==> src/design/mmp2_pkg.sv <==
// Shared types and constants for the 2x2 modular matrix power block.
// No dependencies; imported by mmp2_modmul and mod_matrix_power_2x2_top.
`timescale 1ns / 1ps
`default_nettype none

package mmp2_pkg;

	localparam int MATRIX_DIM = 2;
	localparam int CELLS      = MATRIX_DIM * MATRIX_DIM;
	localparam int ENTRY_W    = 30;
	localparam int EXP_BITS   = 30;
	// exponent bits that can ever be nonzero at the port
	localparam int EXP_USE    = (EXP_BITS < ENTRY_W) ? EXP_BITS : ENTRY_W;

	localparam logic [ENTRY_W-1:0] PRIME   = 30'd1000000007;
	localparam logic [31:0]        PRIME_X1 = 32'd1000000007;
	localparam logic [31:0]        PRIME_X2 = 32'd2000000014;

	// Barrett reduction for x < 2^(2*ENTRY_W): mu = floor(2^60 / p)
	localparam logic [63:0] MU_WIDE    = 64'h1000_0000_0000_0000 / 64'd1000000007;
	localparam logic [30:0] BARRETT_MU = MU_WIDE[30:0];

	// Tag that rides with each product through the multiplier.
	typedef struct packed {
		logic       sel_sq; // 1: product belongs to square, 0: to accumulator
		logic [1:0] entry;  // destination entry {row, col}
		logic       k;      // which of the two terms of the dot product
	} mmp2_tag_t;

endpackage

`default_nettype wire

==> src/design/mmp2_modmul.sv <==
// Pipelined modular multiplier, a*b mod p, one product per cycle.
// Barrett reduction; depends on mmp2_pkg.
`timescale 1ns / 1ps
`default_nettype none

module mmp2_modmul
	import mmp2_pkg::*;
(
	input  wire logic               clk,
	input  wire logic               arst_n,
	input  wire logic               in_valid,
	input  wire logic [ENTRY_W-1:0] in_a,
	input  wire logic [ENTRY_W-1:0] in_b,
	input  wire mmp2_tag_t          in_tag,
	output logic                    out_valid,
	output logic [ENTRY_W-1:0]      out_res,
	output mmp2_tag_t               out_tag,
	output logic                    busy
);

	logic                 valid_s1, valid_s2, valid_s3, valid_s4;
	mmp2_tag_t            tag_s1, tag_s2, tag_s3, tag_s4;
	logic [2*ENTRY_W-1:0] prod_s1;
	logic [61:0]          qprod_s2;
	logic [31:0]          xlo_s2;
	logic [31:0]          r_s3;
	logic [ENTRY_W-1:0]   res_s4;
	logic [32:0]          d1, d2;

	always_ff @(posedge clk or negedge arst_n) begin
		if (!arst_n) begin
			valid_s1 <= 1'b0;
			valid_s2 <= 1'b0;
			valid_s3 <= 1'b0;
			valid_s4 <= 1'b0;
		end else begin
			valid_s1 <= in_valid;
			valid_s2 <= valid_s1;
			valid_s3 <= valid_s2;
			valid_s4 <= valid_s3;
		end
	end

	// r < 3p after Barrett: pick r, r-p or r-2p
	assign d1 = {1'b0, r_s3} - {1'b0, PRIME_X1};
	assign d2 = {1'b0, r_s3} - {1'b0, PRIME_X2};

	always_ff @(posedge clk) begin
		// s1: full product
		prod_s1  <= (2*ENTRY_W)'(in_a) * (2*ENTRY_W)'(in_b);
		tag_s1   <= in_tag;
		// s2: quotient estimate
		qprod_s2 <= 62'(prod_s1[2*ENTRY_W-1:ENTRY_W-1]) * 62'(BARRETT_MU);
		xlo_s2   <= prod_s1[31:0];
		tag_s2   <= tag_s1;
		// s3: remainder, exact modulo 2^32
		r_s3     <= xlo_s2 - (32'(qprod_s2[61:ENTRY_W+1]) * PRIME_X1);
		tag_s3   <= tag_s2;
		// s4: final correction
		if (!d2[32]) begin
			res_s4 <= d2[ENTRY_W-1:0];
		end else if (!d1[32]) begin
			res_s4 <= d1[ENTRY_W-1:0];
		end else begin
			res_s4 <= r_s3[ENTRY_W-1:0];
		end
		tag_s4   <= tag_s3;
	end

	assign out_valid = valid_s4;
	assign out_res   = res_s4;
	assign out_tag   = tag_s4;
	assign busy      = valid_s1 | valid_s2 | valid_s3 | valid_s4;

endmodule

`default_nettype wire
==> config.mk <==
export PLATFORM = sky130hd
export DESIGN_NAME = mmp2_modmul
export DESIGN_NICKNAME = d
export VERILOG_FILES = /design/src/design/mmp2_pkg.sv /design/src/design/mmp2_modmul.sv
export SDC_FILE = /design/constraint.sdc
export NUM_CORES = 2
export LEC_CHECK = 0
export BUFFER_PORTS_ARGS = -buffer_cell sky130_fd_sc_hd__buf_2
export CAP_MARGIN = 10
export CORE_MARGIN = 1.5
export CORE_UTILIZATION = 40
export CTS_BUF_LIST = sky130_fd_sc_hd__clkbuf_8
export DETAILED_ROUTE_END_ITERATION = 10
export PLACE_DENSITY = 0.68
export SETUP_SLACK_MARGIN = 0.15
export SLEW_MARGIN = 20
export SYNTH_ARGS = -nofsm -noshare
export SYNTH_HDL_FRONTEND = slang
export SYNTH_SLANG_ARGS = --single-unit
==> constraint.sdc <==
create_clock -name clk -period 6.7 [get_ports clk]
set_clock_uncertainty 0.05 [all_clocks]
set_input_delay 1.34 -clock clk [delete_from_list [all_inputs] [get_ports clk]]
set_output_delay 1.34 -clock clk [all_outputs]
set_load 0.05 [all_outputs]
* Word-level counts from Yosys, hierarchy flattened
Cells that the tools add are included.
Storage, ports and cells: memory bits (writable) 0, bits in latches 0, bits in read-only memories 0, memories kept 0, logic and storage cells 32, flip-flop bits (word level) 233
Cells by class: shift-type cells 0, $mul 3, equality and inequality tests 0, divide/modulo/power cells 0, bitwise operators 3, multiplexer cells 2, add/subtract/negate cells 3, reduce and logical (&&, ||, !) cells 0, magnitude comparators 0
Operator list (number):
- $mul 30x30->60 | 1
- $mux 30 | 2
- $mul 31x28->59 const B | 1
- $sub 32x30->33 const B | 1
- $sub 32x31->33 const B | 1
- $mul 31x30->32 const B | 1
- $sub 32x32->32 | 1
- $or 1x1->1 | 3

* Longest topological paths before layout
depth after elaboration 3, mapped depth 30, mapped depth without buffers 28

* Worst setup path after synthesis
OpenSTA, ideal clock, no wires.
kind input port to flip-flop, start in in_a[22], end reg prod_s1[59], buffers on the path 2, arrival 8.339 ns, data required time 6.529 ns, setup time 0.121 ns, path slack -1.809 ns, stages 25, path through clkbuf_1 and2_1 fa_1 fa_1 inv_1 fa_1 fa_1 inv_1 fa_1 fa_1 fa_1 inv_1 fa_1 inv_1 ha_1 clkbuf_1 nand3_1 or3_1 a2111oi_0 o2111ai_1 a21oi_1 a41oi_1 o31ai_1 a21oi_1 xnor2_1
On the way: longest elaborated chain between the ends 1
Ends and longest elaborated chain:
- start: declaration | RTL line mmp2_modmul.sv:12 | input wire logic [ENTRY_W-1:0] in_a,
- $mul 30x30->60 | RTL line mmp2_modmul.sv:50 | prod_s1 <= (2*ENTRY_W)'(in_a) * (2*ENTRY_W)'(in_b);
- end signal: assignment | RTL line mmp2_modmul.sv:50
- end: declaration | RTL line mmp2_modmul.sv:23 | logic [2*ENTRY_W-1:0] prod_s1;
Every way passes these cells.

* Worst setup path after layout
start in in_a[5], end reg prod_s1[59]
Same word-level chain as after synthesis.

==> qor.csv <==
metric,value,unit
run_status,"finished, violations left",
violations,setup timing,
finalWorstSetupSlack,-1220,ps
synth_ff_type,dfxtp_1,
dieArea,143000,µm²
io_pins,103,
core_area,140000,µm²
synthCells,5836,
ys_seq_area_frac,0.0730,
grt_util_met2,0.361,
wl_per_cell,17.8,µm
grt_pass1_wl,238,mm
tritoncts,yes,
fin_setup_tns,-35780,ps
final_nets,8439,
path_clk_slew,70,ps
vias_per_cell,4.85,
path_max_fanout,3,
worstMarginPinSlew,959,ps
clock-root-buffer,clkbuf_8,
timing.slew.headroom,0.354,
yosys-top-cells-area,"fa_1, ha_1, inv_1",
drive_gt1_frac,0.156,
antenna_found_initial,5,
clkLatencyLatePin,610,ps
crit_path_start_kind,input pin,
synth_top_area_cell,fa_1,
drt-pass1-iter-count,7,
drv_cap,0,
rsz0062_at_grt,yes,
antenna_left,0,
drt-initial-drc-count,2184,
gr-total-overflow,0,
async_flop_share,0.0195,
setup_violations,43,
synth_edf_count,0,
synth.distinct_cells,72,
start_util,0.404,
avgSynthCellArea,9.67,µm²
track_usage,0.211,
die_width,379,µm
path_class,input pin to flop,
post-route-period-util,1.18,
grt_max_degree,26,
grt_pass1_vias,44300,
finalHoldViolCount,0,
syn_area,56500,µm²
place_hpwl,131,mm
synthesis.nets,7948,
crit_top_cell,fa_1,
area_delta_synth_final,16.3,%
met1_usage,0.280,
rows,137,
placed_cells_incl_taps,8111,
cts.sinks,205,
port-buffer-count,102,
wirelength,146,mm
drc,0,
cts_buffers,35,
cp_slowest_cell,fa_1,
layout.cells.non_filler,8230,
min_path_type,flop to flop,
fmax,0.126,GHz
place_congestion,0.990,
required,7120,ps
met3_usage,0.0265,
slowest_delay,620,ps
synth_top_cell_area_share,0.447,
slew_violations,0,
synth-seq-cells,205,
period_minus_slack,7920,ps
htreeDepth,2,
busiest_layer,met2,
clockBufferDepth,3,
yosysWarningCount,0,
pre_cts_ws,-2090,ps
vias,39900,
cp-end-kind,flop,
cp.arrival,8340,ps
die_h,379,µm
final_core_util,0.470,
metal layers:
metal	vias to the layer above	share of wire	wire length, µm
li1	18300	-	-
met1	20300	0.43	63400
met2	1073	0.48	70500
met3	243	0.054	7840
met4	4	0.031	4580
met5	-	0.00016	24
metrics by stage:
stage | instance area [µm²] | hold slack [ps]
3_5_place_dp | 62900 | 262
2_1_floorplan | 56900 | 260
3_3_place_gp | 62900 | 260
4_1_cts | 64900 | 250
5_1_grt | 65700 | 251
6_report | 65700 | 256
registers in the layout, indices dropped and copies added, names as in the netlist:
name and cells:
tag_s2 4, valid_s2 1, valid_s1 1, out_tag 4, out_valid 1, tag_s3 4, prod_s1 60, xlo_s2 32
tag_s1 4, out_res 30, qprod_s2 31, valid_s3 1, r_s3 32
repair_timing:
action | CTS | global route
setup endpoints to repair | 60 | 71
gates resized for setup | 247 | 156
hold buffers | 0 | 0
pin swaps | 108 | 130
cloned | 2 | 1
hold endpoints to repair | 0 | 0
buffers inserted | 30 | 22
area by class of cell:
cell class	instances	area (µm²)
Clock inverter	22	284
Antenna cell	1	2.50
Multi-Input combinational cell	3863	46900
Clock buffer	41	564
Inverter	1567	5880
Fill cell	13000	74200
Tap cell	1876	2350
Sequential cell	205	4180
Timing Repair Buffer	655	5540
cells in the mapped netlist (all sizes together) (4+ instances only):
library cell     n
or3             11
or2              5
nor3            21
a21oi          127
clkbuf         198
a22oi            4
nand4           15
a21o            66
nand3           29
o21a            16
nor2            72
a211oi          20
ha             785
a211o            7
o2111ai          4
a21boi           5
or4              7
dfrtp            4
inv           1567
nand2b          14
xor2            48
and2           544
xnor2          127
o221ai           5
o21ai           77
and4             5
nand2          447
fa            1260
dfxtp          201
a2111oi          4
o211ai          17
nor4             4
o21bai          15
a31oi           27
nor2b           21
and3            12
path summary, 6_finish.rpt:
| kind | endpoint | from | slack [ps] | depth (start not counted) |
|---|---|---|---|---|
| worst max-delay path | prod_s1[59] | in_a[5] | -1220 | 27 |
| worst min-delay path | xlo_s2[9] | prod_s1[9] | 260 | 0 |
| worst max register to register | qprod_s2[60] | prod_s1[47] | 160 | 24 |
| worst min register to register | xlo_s2[9] | prod_s1[9] | 260 | 0 |
| max in group asynchronous | valid_s2 | arst_n | 6010 | 1 |
| min in group asynchronous | out_valid | arst_n | 480 | 1 |
cell families (layout without fill, tap and decap cells):
logic type                 after synthesis  after routing  synth area share
other                                    0              1                 0
and+or+nand+nor                       1208           1208             0.111
xor gates and xnor gates               175            175            0.0271
adders and majority gates             2045           2045             0.621
AOI/OAI and AO/OA                      433            433            0.0504
DFF                                    205            205            0.0730
muxes                                    2              2          0.000377
buffers and inverters                 1768           2285             0.118
critical path: cells and delay by family:
kind | cells | cell delay [ps]
AOI/OAI and AO/OA | 6 | 1190
xor gates and xnor gates | 1 | 120
adders and majority gates | 9 | 4390
buffers and inverters | 8 | 720
and+or+nand+nor | 3 | 570
placed cells by master (no fill, tap or decap), drive strengths merged, types with 27 or more instances in the layout:
cell type and instances:
nor2 72, buf 647, a21oi 127, nand2 447
fa 1260, xor2 48, inv 1576, dfxtp 201
clkbuf 48, ha 785, and2 544, o21ai 77
a21o 66, a31oi 27, nand3 29, xnor2 127
Power is left out: the tool's default activity adds up to more than one toggle a clock period on the data nets, which glitch-free logic cannot reach.
